==> config.mk <==
export PLATFORM = sky130hd
export DESIGN_NAME = buzzer_beep_pattern_sequencer_flat
export DESIGN_NICKNAME = d
export VERILOG_FILES = /design/src/design/bbps_pkg.sv /design/src/design/bbps_in_if.sv /design/src/design/bbps_out_if.sv /design/src/design/bbps_cfg_if.sv /design/src/design/bbps_cfg_regs.sv /design/src/design/bbps_seq_core.sv /design/src/design/buzzer_beep_pattern_sequencer.sv /design/src/flat_wrapper.sv
export SDC_FILE = /design/constraint.sdc
export NUM_CORES = 1
export LEC_CHECK = 0
export ABC_AREA = 1
export CAP_MARGIN = 40
export CORE_UTILIZATION = 65
export CTS_CLUSTER_DIAMETER = 40
export DETAILED_ROUTE_END_ITERATION = 6
export DONT_BUFFER_PORTS = 1
export HOLD_SLACK_MARGIN = 0.1
export PLACE_DENSITY = 0.88
export SLEW_MARGIN = 20
export SYNTH_ARGS = -nofsm -noshare
export SYNTH_HDL_FRONTEND = slang
export SYNTH_SLANG_ARGS = --single-unit
==> constraint.sdc <==
create_clock -name clk -period 3.4 [get_ports clk]
set_input_delay 0.17 -clock clk [delete_from_list [all_inputs] [get_ports clk]]
set_output_delay 0.17 -clock clk [all_outputs]
set_load 0.05 [all_outputs]
==> src/design/bbps_pkg.sv <==
// ============================================================================
// bbps_pkg
// Shared types, codes and defaults of the buzzer beep pattern sequencer.
// ============================================================================
package bbps_pkg;

  // default widths of the tick countdown and the beep count
  localparam int TIMER_WIDTH_DEF = 16;
  localparam int COUNT_WIDTH_DEF = 8;

  // request codes
  localparam logic [1:0] REQ_TICK = 2'd0;
  localparam logic [1:0] REQ_POLL = 2'd1;
  localparam logic [1:0] REQ_CMD  = 2'd2;

  // command modes
  localparam logic [1:0] MODE_STOP  = 2'd0;
  localparam logic [1:0] MODE_SHORT = 2'd1;
  localparam logic [1:0] MODE_HALF  = 2'd2;
  localparam logic [1:0] MODE_LONG  = 2'd3;

  // configuration register indexes
  localparam int CFG_IDX_W    = 3;
  localparam int NUM_CFG_REGS = 6;
  localparam logic [CFG_IDX_W-1:0] CFG_SHORT_ON  = 3'd0;
  localparam logic [CFG_IDX_W-1:0] CFG_SHORT_GAP = 3'd1;
  localparam logic [CFG_IDX_W-1:0] CFG_HALF_ON   = 3'd2;
  localparam logic [CFG_IDX_W-1:0] CFG_HALF_GAP  = 3'd3;
  localparam logic [CFG_IDX_W-1:0] CFG_LONG_ON   = 3'd4;
  localparam logic [CFG_IDX_W-1:0] CFG_LONG_GAP  = 3'd5;

  localparam int CFG_DATA_W = 16;

  typedef logic [CFG_DATA_W-1:0] cfg_word_t;

  localparam cfg_word_t CFG_RESET [NUM_CFG_REGS] = '{
    16'd100, 16'd100, 16'd500, 16'd500, 16'd1000, 16'd1000
  };

  typedef struct packed {
    cfg_word_t short_on;
    cfg_word_t short_gap;
    cfg_word_t half_on;
    cfg_word_t half_gap;
    cfg_word_t long_on;
    cfg_word_t long_gap;
  } timing_t;

  typedef struct packed {
    logic [1:0] req_type;
    logic [1:0] cmd_mode;
    logic [7:0] beep_count;
  } in_item_t;

  typedef struct packed {
    logic       buzz_drive;
    logic       busy_res;
    logic [7:0] beeps_left;
  } out_item_t;

endpackage

==> src/design/bbps_in_if.sv <==
// ============================================================================
// bbps_in_if
// Request channel: tick, poll or command, valid/ready handshake.
// ============================================================================
interface bbps_in_if;
  logic       valid;
  logic       ready;
  logic [1:0] req_type;
  logic [1:0] cmd_mode;
  logic [7:0] beep_count;

  modport source (output valid, req_type, cmd_mode, beep_count, input ready);
  modport sink   (input valid, req_type, cmd_mode, beep_count, output ready);
endinterface

==> src/design/bbps_out_if.sv <==
// ============================================================================
// bbps_out_if
// Result channel: buzzer level, busy flag and beeps left.
// ============================================================================
interface bbps_out_if;
  logic       valid;
  logic       ready;
  logic       buzz_drive;
  logic       busy_res;
  logic [7:0] beeps_left;

  modport source (output valid, buzz_drive, busy_res, beeps_left, input ready);
  modport sink   (input valid, buzz_drive, busy_res, beeps_left, output ready);
endinterface

==> src/design/bbps_cfg_if.sv <==
// ============================================================================
// bbps_cfg_if
// Configuration write channel: register index and write data.
// ============================================================================
interface bbps_cfg_if;
  logic        valid;
  logic        ready;
  logic [2:0]  index;
  logic [15:0] data;

  modport source (output valid, index, data, input ready);
  modport sink   (input valid, index, data, output ready);
endinterface

==> src/design/bbps_cfg_regs.sv <==
// ============================================================================
// bbps_cfg_regs
// Beep timing registers, written through the configuration channel.
// ============================================================================
module bbps_cfg_regs (
  input  logic              clk,
  input  logic              rst_n,
  bbps_cfg_if.sink          cfg,
  output bbps_pkg::timing_t timing
);
  import bbps_pkg::*;

  cfg_word_t regs_r [NUM_CFG_REGS];

  assign cfg.ready = 1'b1;

  always_ff @(posedge clk) begin
    if (!rst_n) begin
      for (int i = 0; i < NUM_CFG_REGS; i++) begin
        regs_r[i] <= CFG_RESET[i];
      end
    end else if (cfg.valid && cfg.ready &&
                 (32'(cfg.index) < 32'(NUM_CFG_REGS))) begin
      regs_r[cfg.index] <= cfg.data;
    end
  end

  assign timing.short_on  = regs_r[CFG_SHORT_ON];
  assign timing.short_gap = regs_r[CFG_SHORT_GAP];
  assign timing.half_on   = regs_r[CFG_HALF_ON];
  assign timing.half_gap  = regs_r[CFG_HALF_GAP];
  assign timing.long_on   = regs_r[CFG_LONG_ON];
  assign timing.long_gap  = regs_r[CFG_LONG_GAP];

endmodule

==> src/design/bbps_seq_core.sv <==
// ============================================================================
// bbps_seq_core
// Pattern state machine, beep count and tick countdown; one step per item.
// ============================================================================
module bbps_seq_core #(
  parameter int TIMER_WIDTH = bbps_pkg::TIMER_WIDTH_DEF,
  parameter int COUNT_WIDTH = bbps_pkg::COUNT_WIDTH_DEF
) (
  input  logic                clk,
  input  logic                rst_n,
  input  logic                step_en,
  input  bbps_pkg::in_item_t  item,
  input  bbps_pkg::timing_t   timing,
  output bbps_pkg::out_item_t result
);
  import bbps_pkg::*;

  typedef enum logic [3:0] {
    ST_IDLE        = 4'd0,
    ST_SHORT_START = 4'd1,
    ST_SHORT_ON    = 4'd2,
    ST_SHORT_GAP   = 4'd3,
    ST_HALF_START  = 4'd4,
    ST_HALF_ON     = 4'd5,
    ST_HALF_GAP    = 4'd6,
    ST_LONG_START  = 4'd7,
    ST_LONG_ON     = 4'd8,
    ST_LONG_GAP    = 4'd9,
    ST_STOP        = 4'd10
  } state_t;

  typedef enum logic [1:0] {PH_NONE, PH_START, PH_ON, PH_GAP} phase_t;

  state_t                 state_r, state_nxt;
  logic [COUNT_WIDTH-1:0] rem_r, rem_nxt;
  logic [TIMER_WIDTH-1:0] cd_r, cd_nxt;
  logic                   drive_r, drive_nxt;

  cfg_word_t on_time, gap_time;
  state_t    start_st, on_st, gap_st;
  phase_t    phase;

  // mode of the current state: its timing and its three states
  always_comb begin
    unique case (state_r)
      ST_HALF_START, ST_HALF_ON, ST_HALF_GAP: begin
        on_time  = timing.half_on;
        gap_time = timing.half_gap;
        start_st = ST_HALF_START;
        on_st    = ST_HALF_ON;
        gap_st   = ST_HALF_GAP;
      end
      ST_LONG_START, ST_LONG_ON, ST_LONG_GAP: begin
        on_time  = timing.long_on;
        gap_time = timing.long_gap;
        start_st = ST_LONG_START;
        on_st    = ST_LONG_ON;
        gap_st   = ST_LONG_GAP;
      end
      default: begin
        on_time  = timing.short_on;
        gap_time = timing.short_gap;
        start_st = ST_SHORT_START;
        on_st    = ST_SHORT_ON;
        gap_st   = ST_SHORT_GAP;
      end
    endcase
  end

  always_comb begin
    unique case (state_r)
      ST_SHORT_START, ST_HALF_START, ST_LONG_START: phase = PH_START;
      ST_SHORT_ON, ST_HALF_ON, ST_LONG_ON:          phase = PH_ON;
      ST_SHORT_GAP, ST_HALF_GAP, ST_LONG_GAP:       phase = PH_GAP;
      default:                                      phase = PH_NONE;
    endcase
  end

  always_comb begin
    state_nxt = state_r;
    rem_nxt   = rem_r;
    cd_nxt    = cd_r;
    drive_nxt = drive_r;
    unique case (item.req_type)
      REQ_TICK: begin
        if (cd_r != '0) begin
          cd_nxt = cd_r - 1'b1;
        end
      end
      REQ_POLL: begin
        if (state_r != ST_IDLE) begin
          unique case (phase)
            PH_START: begin
              if (rem_r != '0) begin
                drive_nxt = 1'b1;
                cd_nxt    = TIMER_WIDTH'(on_time);
                state_nxt = on_st;
              end else begin
                state_nxt = ST_STOP;
              end
            end
            PH_ON: begin
              if (cd_r == '0) begin
                drive_nxt = 1'b0;
                cd_nxt    = TIMER_WIDTH'(gap_time);
                state_nxt = gap_st;
              end
            end
            PH_GAP: begin
              if (cd_r == '0) begin
                if (rem_r != '0) begin
                  rem_nxt = rem_r - 1'b1;
                end
                state_nxt = start_st;
              end
            end
            default: begin
              // stopping (and any stray code): silence and go idle
              drive_nxt = 1'b0;
              state_nxt = ST_IDLE;
            end
          endcase
        end
      end
      REQ_CMD: begin
        rem_nxt = COUNT_WIDTH'(item.beep_count);
        unique case (item.cmd_mode)
          MODE_SHORT: state_nxt = ST_SHORT_START;
          MODE_HALF:  state_nxt = ST_HALF_START;
          MODE_LONG:  state_nxt = ST_LONG_START;
          default:    state_nxt = ST_STOP;
        endcase
      end
      default: ; // unknown request: no change
    endcase
  end

  always_ff @(posedge clk) begin
    if (!rst_n) begin
      state_r <= ST_IDLE;
      rem_r   <= '0;
      cd_r    <= '0;
      drive_r <= 1'b0;
    end else if (step_en) begin
      state_r <= state_nxt;
      rem_r   <= rem_nxt;
      cd_r    <= cd_nxt;
      drive_r <= drive_nxt;
    end
  end

  assign result.buzz_drive = drive_nxt;
  assign result.busy_res   = (state_nxt != ST_IDLE);
  assign result.beeps_left = 8'(rem_nxt);

`ifndef SYNTHESIS
  a_idle_silent: assert property (@(posedge clk) disable iff (!rst_n)
    state_r == ST_IDLE |-> !drive_r)
    else $error("buzzer driven while idle");

  a_count_no_rise: assert property (@(posedge clk) disable iff (!rst_n)
    !(step_en && item.req_type == REQ_CMD) |=> rem_r <= $past(rem_r))
    else $error("beep count rose without a command");

  a_tick_dec: assert property (@(posedge clk) disable iff (!rst_n)
    step_en && item.req_type == REQ_TICK && cd_r != '0
    |=> cd_r == TIMER_WIDTH'($past(cd_r) - 1'b1))
    else $error("tick did not decrement countdown");
`endif

endmodule

==> src/design/buzzer_beep_pattern_sequencer.sv <==
// ============================================================================
// buzzer_beep_pattern_sequencer
// Tick/poll/command driven beep pattern generator with result channel.
// ============================================================================
// Path: an accepted request is held in the input register, takes one step of
//   the pattern machine, and its result is held in the result register.
// Throughput: one request per cycle while out_if does not stall.
// Reset (rst_n low, synchronous): pattern idle, beep count and countdown zero,
//   buzzer off, both channel stages empty, timing registers at their defaults.
module buzzer_beep_pattern_sequencer #(
  parameter int TIMER_WIDTH = bbps_pkg::TIMER_WIDTH_DEF,
  parameter int COUNT_WIDTH = bbps_pkg::COUNT_WIDTH_DEF
) (
  input  logic       clk,
  input  logic       rst_n,
  bbps_in_if.sink    in_if,
  bbps_out_if.source out_if,
  bbps_cfg_if.sink   cfg_if
);
  import bbps_pkg::*;

  // input stage
  in_item_t  item_r;
  logic      in_v_r;
  // result stage
  out_item_t res_r;
  logic      out_v_r;

  timing_t   timing;
  out_item_t step_res;
  logic      step_en;

  // The input stage moves on whenever the result stage is empty or is
  // being drained this cycle; the pattern machine steps on that same move,
  // so every item sees the state that the item before it left.
  assign step_en     = in_v_r && (!out_v_r || out_if.ready);
  assign in_if.ready = !in_v_r || step_en;

  always_ff @(posedge clk) begin
    if (!rst_n) begin
      in_v_r  <= 1'b0;
      out_v_r <= 1'b0;
    end else begin
      if (in_if.ready) begin
        in_v_r <= in_if.valid;
      end
      if (step_en) begin
        out_v_r <= 1'b1;
      end else if (out_if.ready) begin
        out_v_r <= 1'b0;
      end
    end
  end

  // payload registers, no reset needed
  always_ff @(posedge clk) begin
    if (in_if.ready && in_if.valid) begin
      item_r.req_type   <= in_if.req_type;
      item_r.cmd_mode   <= in_if.cmd_mode;
      item_r.beep_count <= in_if.beep_count;
    end
    if (step_en) begin
      res_r <= step_res;
    end
  end

  bbps_cfg_regs u_cfg (
    .clk    (clk),
    .rst_n  (rst_n),
    .cfg    (cfg_if),
    .timing (timing)
  );

  bbps_seq_core #(
    .TIMER_WIDTH (TIMER_WIDTH),
    .COUNT_WIDTH (COUNT_WIDTH)
  ) u_core (
    .clk     (clk),
    .rst_n   (rst_n),
    .step_en (step_en),
    .item    (item_r),
    .timing  (timing),
    .result  (step_res)
  );

  assign out_if.valid      = out_v_r;
  assign out_if.buzz_drive = res_r.buzz_drive;
  assign out_if.busy_res   = res_r.busy_res;
  assign out_if.beeps_left = res_r.beeps_left;

`ifndef SYNTHESIS
  a_step_fills_out: assert property (@(posedge clk) disable iff (!rst_n)
    step_en |=> out_v_r)
    else $error("stepped item did not reach the result stage");

  a_no_silent_drop: assert property (@(posedge clk) disable iff (!rst_n)
    in_v_r && !step_en |=> in_v_r)
    else $error("pending request lost");

  a_out_hold: assert property (@(posedge clk) disable iff (!rst_n)
    out_v_r && !out_if.ready |=> out_v_r && $stable(res_r))
    else $error("stalled result changed or dropped");
`endif

endmodule
==> src/flat_wrapper.sv <==
// flat-port wrapper written by rule: the top's interface ports become plain ports
module buzzer_beep_pattern_sequencer_flat import bbps_pkg::*;
#(
  parameter int TIMER_WIDTH = bbps_pkg::TIMER_WIDTH_DEF,
  parameter int COUNT_WIDTH = bbps_pkg::COUNT_WIDTH_DEF
)
  (clk, rst_n, in_if_valid, in_if_req_type, in_if_cmd_mode, in_if_beep_count, in_if_ready, out_if_valid, out_if_buzz_drive, out_if_busy_res, out_if_beeps_left, out_if_ready, cfg_if_valid, cfg_if_index, cfg_if_data, cfg_if_ready);
  bbps_in_if in_if_i ();
  bbps_out_if out_if_i ();
  bbps_cfg_if cfg_if_i ();
  input  logic clk;
  input  logic rst_n;
  input wire logic [$bits(in_if_i.valid)-1:0] in_if_valid;
  input wire logic [$bits(in_if_i.req_type)-1:0] in_if_req_type;
  input wire logic [$bits(in_if_i.cmd_mode)-1:0] in_if_cmd_mode;
  input wire logic [$bits(in_if_i.beep_count)-1:0] in_if_beep_count;
  output wire logic [$bits(in_if_i.ready)-1:0] in_if_ready;
  output wire logic [$bits(out_if_i.valid)-1:0] out_if_valid;
  output wire logic [$bits(out_if_i.buzz_drive)-1:0] out_if_buzz_drive;
  output wire logic [$bits(out_if_i.busy_res)-1:0] out_if_busy_res;
  output wire logic [$bits(out_if_i.beeps_left)-1:0] out_if_beeps_left;
  input wire logic [$bits(out_if_i.ready)-1:0] out_if_ready;
  input wire logic [$bits(cfg_if_i.valid)-1:0] cfg_if_valid;
  input wire logic [$bits(cfg_if_i.index)-1:0] cfg_if_index;
  input wire logic [$bits(cfg_if_i.data)-1:0] cfg_if_data;
  output wire logic [$bits(cfg_if_i.ready)-1:0] cfg_if_ready;
  assign in_if_i.valid = in_if_valid;
  assign in_if_i.req_type = in_if_req_type;
  assign in_if_i.cmd_mode = in_if_cmd_mode;
  assign in_if_i.beep_count = in_if_beep_count;
  assign in_if_ready = in_if_i.ready;
  assign out_if_valid = out_if_i.valid;
  assign out_if_buzz_drive = out_if_i.buzz_drive;
  assign out_if_busy_res = out_if_i.busy_res;
  assign out_if_beeps_left = out_if_i.beeps_left;
  assign out_if_i.ready = out_if_ready;
  assign cfg_if_i.valid = cfg_if_valid;
  assign cfg_if_i.index = cfg_if_index;
  assign cfg_if_i.data = cfg_if_data;
  assign cfg_if_ready = cfg_if_i.ready;
  buzzer_beep_pattern_sequencer #(.TIMER_WIDTH(TIMER_WIDTH), .COUNT_WIDTH(COUNT_WIDTH)) u_core (.clk(clk), .rst_n(rst_n), .in_if(in_if_i), .out_if(out_if_i), .cfg_if(cfg_if_i));
endmodule
==> results of run 1 <==
timing repair:
item,CTS,global route
hold buffers,34,0
hold endpoints to repair,102,0
buffers inserted,0,0
worst max-delay path, delay by kind of cell (launching register included):
kind            cells  cell delay, ns
compound gates      1            0.18
flops               1            0.38
buf+inv             2            0.24
simple gates       12            1.66
synth_stat cells (3+ instances only):
library cell and n:
xor2_1 8, inv_1 84, nor2_4 3, nor2_1 111, ha_1 10, clkinv_1 3, nand2_2 6, a22oi_1 31
buf_2 3, nand4_1 5, nand2_1 145, nor3_1 4, nand2_4 3, o21ai_1 19, a21oi_1 26, inv_2 7
nor2_2 9, edfxtp_1 118, a22oi_2 3, clkbuf_1 25, dfxtp_1 33, nand3_1 78, a31oi_1 15, o21ai_0 20
cells by family after synthesis:
group / count (synthesis)
and+or+nand+nor: 374
DFF: 151
AOI/OAI and AO/OA: 128
buffers and inverters: 126
xor gates and xnor gates: 10
adders and majority gates: 10
other: 1
layer usage:
| layer | global-route usage (%) | up-vias |
|---|---|---|
| met2 | 58.18 | 399 |
| met5 | 0 | - |
| met4 | 12.64 | 0 |
| met3 | 9.444 | 55 |
| met1 | 40.07 | 2822 |
| li1 | - | 2790 |
worst min path at each step:
stage	startpoint	endpoint	slack, ns	cells after the start
after floorplan	in_if_beep_count[0]	u_core.item_r[0]	0.27	0
after global placement	in_if_beep_count[3]	u_core.item_r[3]	0.27	0
after detailed placement	in_if_beep_count[3]	u_core.item_r[3]	0.27	0
after CTS	cfg_if_index[2]	u_core.u_cfg.regs_r[1][5]	0.18	6
after global routing	cfg_if_index[1]	u_core.u_cfg.regs_r[2][6]	0.20	5
final	cfg_if_index[1]	u_core.u_cfg.regs_r[2][7]	0.19	5
layout make-up:
cell class | instances | area (um^2) | area share [%]
Multi-Input combinational cell | 523 | 2736 | 32.22
Timing Repair Buffer | 45 | 450.4 | 5.304
Clock buffer | 17 | 425.4 | 5.010
Clock inverter | 14 | 147.6 | 1.739
Tap cell | 140 | 175.2 | 2.063
Inverter | 94 | 352.8 | 4.155
Sequential cell | 151 | 4204 | 49.51
flip-flops by register name, indices dropped and copies added (netlist names):
| signal | cells |
|---|---|
| u_core.u_core.rem_r | 8 |
| u_core.u_core.phase | 2 |
| u_core.out_if.beeps_left | 8 |
| u_core.out_if.buzz_drive | 1 |
| u_core.u_core.drive_r | 1 |
| u_core.u_cfg.regs_r | 96 |
| u_core.u_core.state_r | 4 |
| u_core.out_if.busy_res | 1 |
| u_core.u_core.cd_r | 16 |
| u_core.item_r | 12 |
| u_core.out_if.valid | 1 |
| u_core.in_v_r | 1 |
power by group through the flow:
stage / combinational (mW) / sequential (mW) / clock (mW)
floorplan: 0.537 / 2.24 / 0
global placement: 0.658 / 2.26 / 0
detailed placement: 0.690 / 2.26 / 0
CTS: 0.736 / 2.22 / 1.85
global route: 0.841 / 2.24 / 1.93
finish: 0.763 / 2.23 / 1.86
metrics by stage:
stage               power, mW  hold WS (ns)  std cells  instance area [um^2]
floorplan               2.778        0.2689        800                  7420
global placement        2.914        0.2689        917                  7536
detailed placement      2.951        0.2689        918                  7564
CTS                     4.812        0.1783        983                  8477
global route            5.012        0.2020        984                  8492
finish                  4.851        0.1918        984                  8492
==> impl_metrics.yaml, run 1 <==
sta:
  worst_slew_pin_slew_ns: 0.7582
  drv_slew: 0
  fmax_mhz: 388.8
  slew_headroom_pct: 49.33
  hold_viol: 0
  tns_ns: 0
  skew_ns: 0.01313
  rsz0062_at_grt: "false"
  finalSetupViolations: 0
  setup_ws_ns: 0.8277
  min_period_ns: 2.572
  period_share_pct: 75.66
synth:
  synth-seq-cells: 151
  synth_warnings: 0
  yosys.cell_types.count: 45
  synth.avg_cell_area_um2: 9.275
  synth_edf_count: 118
  yosys.area_share.simple_pct: 22.63
  syn-num-nets: 846
  netlist.area_leader.share_pct: 47.76
  ys_async_sr_fraction_pct: 0
  syn_area_mm2: 0.007420
  synthFlopType: "edfxtp_1"
  synth_top_family_by_area: "simple AND/OR/NAND/NOR gates"
  synth_compound_area_share_pct: 11.26
  yosys.area.top_type: "edfxtp_1"
  synthXorXnorAreaFrac_pct: 1.180
  synthAdderAreaFrac_pct: 1.686
  synthTopCellsByArea: "edfxtp_1, dfxtp_1, nand2_1"
  syn_inst: 800
  synth_seq_area_share_pct: 56.66
  synth.area.mux_share_pct: 0
setup_path:
  cp-end-kind: "flop"
  path_cells: "inv_1 > nor2_1 > nand2_1 > nand2_1 > inv_1 > nand2_1 > nand2_1 > nand2_1 > nand2_1 > nand2_1 > nand3_1 > nand2_1 > nand2_1 > o21ai_1 > nor2_1"
  cp_max_fo: 19
  cp_data_arrival_time_ns: 2.90
  startpoint: "u_core.u_core.state_r[2]"
  r2r-end: "u_core.u_core.phase[0]"
  critical-path-max-stage-delay_ns: 0.57
  rr_worst_depth: 15
  crit_end: "u_core.u_core.phase[0]"
  timing.rr.start: "u_core.u_core.state_r[2]"
  crit_top_cell: "nand2_1"
  cp_slowest_cell: "nand2_1"
  startpoint_type: "flop"
  critPathRequiredTime_ns: 3.72
  setup.worst_path.class: "flop to flop"
  rrSetupSlack_ns: 0.83
detailed_routing:
  dr.pass1.iters: 6
  highest-signal-layer: "met4"
  drcViolationCount: 0
  wire_per_inst_um: 18.78
  drt_first_iter_violations: 772
  wl_met1_um: 6688
  vias_per_cell: 6.165
  vias: 6066
  wl_met3_um: 1874
  drt_wl_total_um: 18480
  wl_met2_um: 9456
  antenna_left: 0
power:
  switching_power_mw: 1.392
  p_int_mw: 3.460
  comb_power_share_pct: 15.7
  ir_drop_v: 0.0007225
  power_frac_seq_pct: 45.9
  powerDensity_mw_per_mm2: 571.3
  leakagePower_nw: 3.383
  clkPwrFrac_pct: 38.4
  swShare_pct: 28.69
placement:
  hpwl_um: 11740
  gp_congestion: 0.8553
  place.port_buffers: 0
  dp_slack_ns: 0.9130
floorplanning:
  fp.dieW_um: 108.8
  ios: 49
  die_h_um: 108.8
  die_area_mm2: 0.01185
  core-area_mm2: 0.01098
  start_util_pct: 67.56
  num_rows: 38
clock_tree:
  cts_resized: 0
  cts_sinks: 151
  cts-buffers-inserted: 17
  cts.path.max_buffers: 2
  cts_root_buffer: "clkbuf_16"
  clock_latency_ns: 0.44
  cts_tree: "built"
  htree_levels: 4
  clk_pin_slew_ns: 0.06
grt:
  grt_first_pass_wirelength_um: 29110
  grt_pass1_vias: 5850
  overflow: 0
  grt_usage_pct: 33.72
  antenna_found_initial: 0
  grt_max_degree: 31
final_layout:
  n_antenna_cell: 0
  final_cell_mix: "nand2_1, edfxtp_1, nor2_1"
  post_route_cells_drive_above_1_share_pct: 10.07
  syn_to_final_growth_pct: 14.45
  layout_commonest_cell: "nand2_1"
  fillers: 651
  fin_nets: 878
  post-route-util_pct: 77.32
status:
  status: "completed"
worst_hold_path:
  hold_class: "input pin to flop"
job:
  cap_violations: 0
No activity file was read; power rests on OpenSTA's default activity.
==> inputs of run 2 (changes only) <==
--- a/config.mk
+++ b/config.mk
@@ -7,12 +7,12 @@
 export LEC_CHECK = 0
 export ABC_AREA = 1
 export CAP_MARGIN = 40
-export CORE_UTILIZATION = 65
+export CORE_UTILIZATION = 64
 export CTS_CLUSTER_DIAMETER = 40
 export DETAILED_ROUTE_END_ITERATION = 6
 export DONT_BUFFER_PORTS = 1
 export HOLD_SLACK_MARGIN = 0.1
-export PLACE_DENSITY = 0.88
+export PLACE_DENSITY = 0.87
 export SLEW_MARGIN = 20
 export SYNTH_ARGS = -nofsm -noshare
 export SYNTH_HDL_FRONTEND = slang
==> constraint.sdc (replaced) <==
create_clock -name clk -period 2.6 [get_ports clk]
set_input_delay 0.13 -clock clk [delete_from_list [all_inputs] [get_ports clk]]
set_output_delay 0.13 -clock clk [all_outputs]
set_load 0.05 [all_outputs]
==> impl_metrics.yaml, run 2 (same netlist as run 1, synthesis figures left out) <==
setup_path:
  critical-path-max-stage-delay_ns: 0.33
  r2r-end: "u_core.u_core.cd_r[1]"
  cp_num_cells: 12
  path_cells: "inv_1 > ha_1 > nand2_4 > nor2_8 > nand2_4 > nand3_1 > o2111ai_1 > nor2_1 > buf_4 > inv_2 > a211oi_1 > nor2_1"
  crit_end: "u_core.u_core.cd_r[1]"
  worst-path-buf-inv: 3
  startpoint_type: "flop"
  cp-end-kind: "flop"
  setup.worst_path.class: "flop to flop"
  cp_data_arrival_time_ns: 2.51
  path_delay_family: "simple AND/OR/NAND/NOR gates"
  startpoint: "u_core.u_core.cd_r[0]"
  rrSetupSlack_ns: 0.40
  critPathRequiredTime_ns: 2.91
  cp_max_fo: 30
  cp_slowest_cell: "dfxtp_1"
  timing.rr.start: "u_core.u_core.cd_r[0]"
  rr_worst_depth: 12
sta:
  hold_viol: 0
  drv_slew: 0
  skew_ns: 0.01030
  worst_slew_pin_slew_ns: 0.6495
  tns_ns: 0
  fmax_mhz: 454.2
  slew_headroom_pct: 56.70
  min_period_ns: 2.202
  finalSetupViolations: 0
  period_share_pct: 84.68
  rsz0062_at_grt: "false"
grt:
  grt_util_met3_pct: 8.180
  grt_max_degree: 33
  grt-busiest-layer: "met2"
  grt_first_pass_wirelength_um: 30020
  use_met2_pct: 57.28
  overflow: 0
  grt_usage_pct: 34.16
  grt_pass1_vias: 6102
  grt_use_met1_pct: 40.38
  antenna_found_initial: 0
floorplanning:
  die_area_mm2: 0.01203
  fp.dieW_um: 109.7
  core-area_mm2: 0.01108
  ios: 49
  die_h_um: 109.7
  num_rows: 38
  start_util_pct: 66.98
power:
  power_frac_seq_pct: 46.3
  swShare_pct: 27.12
  clkPwrFrac_pct: 37.6
  p_int_mw: 4.573
  switching_power_mw: 1.702
  ir_drop_v: 0.0006439
  leakagePower_nw: 3.435
  comb_power_share_pct: 16.0
  powerDensity_mw_per_mm2: 731.7
placement:
  dpl_cell_area_mm2: 0.007671
  dp.cells: 935
  place.port_buffers: 0
  gp_congestion: 0.9298
  hpwl_um: 11810
clock_tree:
  cts-buffers-inserted: 17
  clk_pin_slew_ns: 0.06
  cts_setup_buffers: 0
  cts.path.max_buffers: 2
  cts_sinks: 151
  cts_root_buffer: "clkbuf_16"
  cts_tree: "built"
  htree_levels: 4
  clock_latency_ns: 0.43
detailed_routing:
  drcViolationCount: 0
  drt_first_iter_violations: 684
  drt_wl_total_um: 18950
  antenna_left: 0
  wire_per_inst_um: 18.91
  vias_per_cell: 6.183
  dr.pass1.iters: 6
  vias: 6195
final_layout:
  fin_cells: 1002
  design_area_mm2: 0.008576
  post_route_cells_drive_above_1_share_pct: 11.25
  largest_reg_flops: 96
  layout_commonest_cell: "nand2_1"
  n_antenna_cell: 0
  top_regs: "u_core.u_cfg.regs_r x96, u_core.u_core.cd_r x16, u_core.item_r x12"
  final_cell_mix: "nand2_1, edfxtp_1, nor2_1"
  top_register: "u_core.u_cfg.regs_r"
  fin_nets: 895
  syn_to_final_growth_pct: 15.58
worst_hold_path:
  min_path_cells: 3
  hold_class: "input pin to flop"
status:
  status: "completed"
job:
  cap_violations: 0
## run 2: changes by cell type in the layout (fill, tap and decap cells not counted), moves of 2 or more
| cell | delta |
|---|---|
| clkbuf_1 | +8 |
| inv_6 | -5 |
| buf_4 | +18 |
| clkinv_1 | -2 |
| clkbuf_8 | +2 |
## run 2: worst min path at each step
| stage | end | slack (ns) | startpoint |
|---|---|---|---|
| final | u_core.u_cfg.regs_r[4][15] | 0.14 | cfg_if_index[0] |
| after global routing | u_core.u_cfg.regs_r[4][15] | 0.17 | cfg_if_index[0] |
| after CTS | u_core.u_cfg.regs_r[4][15] | 0.12 | cfg_if_index[0] |
| after floorplan | u_core.item_r[0] | 0.23 | in_if_beep_count[0] |
| after global placement | u_core.item_r[10] | 0.23 | in_if_req_type[0] |
| after detailed placement | u_core.item_r[2] | 0.23 | in_if_beep_count[2] |
## run 2: worst min-delay path, cell delays in order
cell     delay [ns]
nor2_1         0.04
nand2_1        0.18
nor2_1         0.05
## run 2: timing repair
action,4_1_cts,5_1_grt
hold endpoints to repair,121,0
endpoints found under the setup margin,0,0
hold buffers,35,0
resized for setup,0,0
## run 2: power by group through the flow
| stage | clock, mW | combinational (mW) | sequential (mW) |
|---|---|---|---|
| floorplan | 0 | 0.703 | 2.93 |
| global placement | 0 | 0.885 | 2.94 |
| detailed placement | 0 | 0.921 | 2.95 |
| CTS | 2.34 | 0.978 | 2.90 |
| global route | 2.45 | 1.10 | 2.92 |
| finish | 2.36 | 1.01 | 2.91 |
## run 2: final cells by class
cell class | count | area [um^2]
clock buffer | 27 | 483.0
clock inverter | 5 | 76.32
fill | 669 | 2502
inverter | 94 | 352.8
multi-input combinational | 523 | 2736
sequential | 151 | 4204
tap | 140 | 175.2
timing repair buffer | 62 | 548.0
## run 2: metal layers
layer / routed length [um] / part of all wire (%)
met5: 0 / 0
met4: 679 / 3.6
met3: 1739 / 9.2
met2: 9638 / 51
met1: 6893 / 36
## run 2: per-stage QoR
stage	hold slack [ns]	util [%]	power [mW]	setup slack (ns)
floorplan	0.2289	-	3.633	0.6264
global placement	0.2289	69.25	3.826	0.5402
finish	0.1423	77.41	6.275	0.3982
global route	0.1693	77.41	6.470	0.1641
detailed placement	0.2289	69.25	3.871	0.4848
CTS	0.1200	77.46	6.225	0.06720
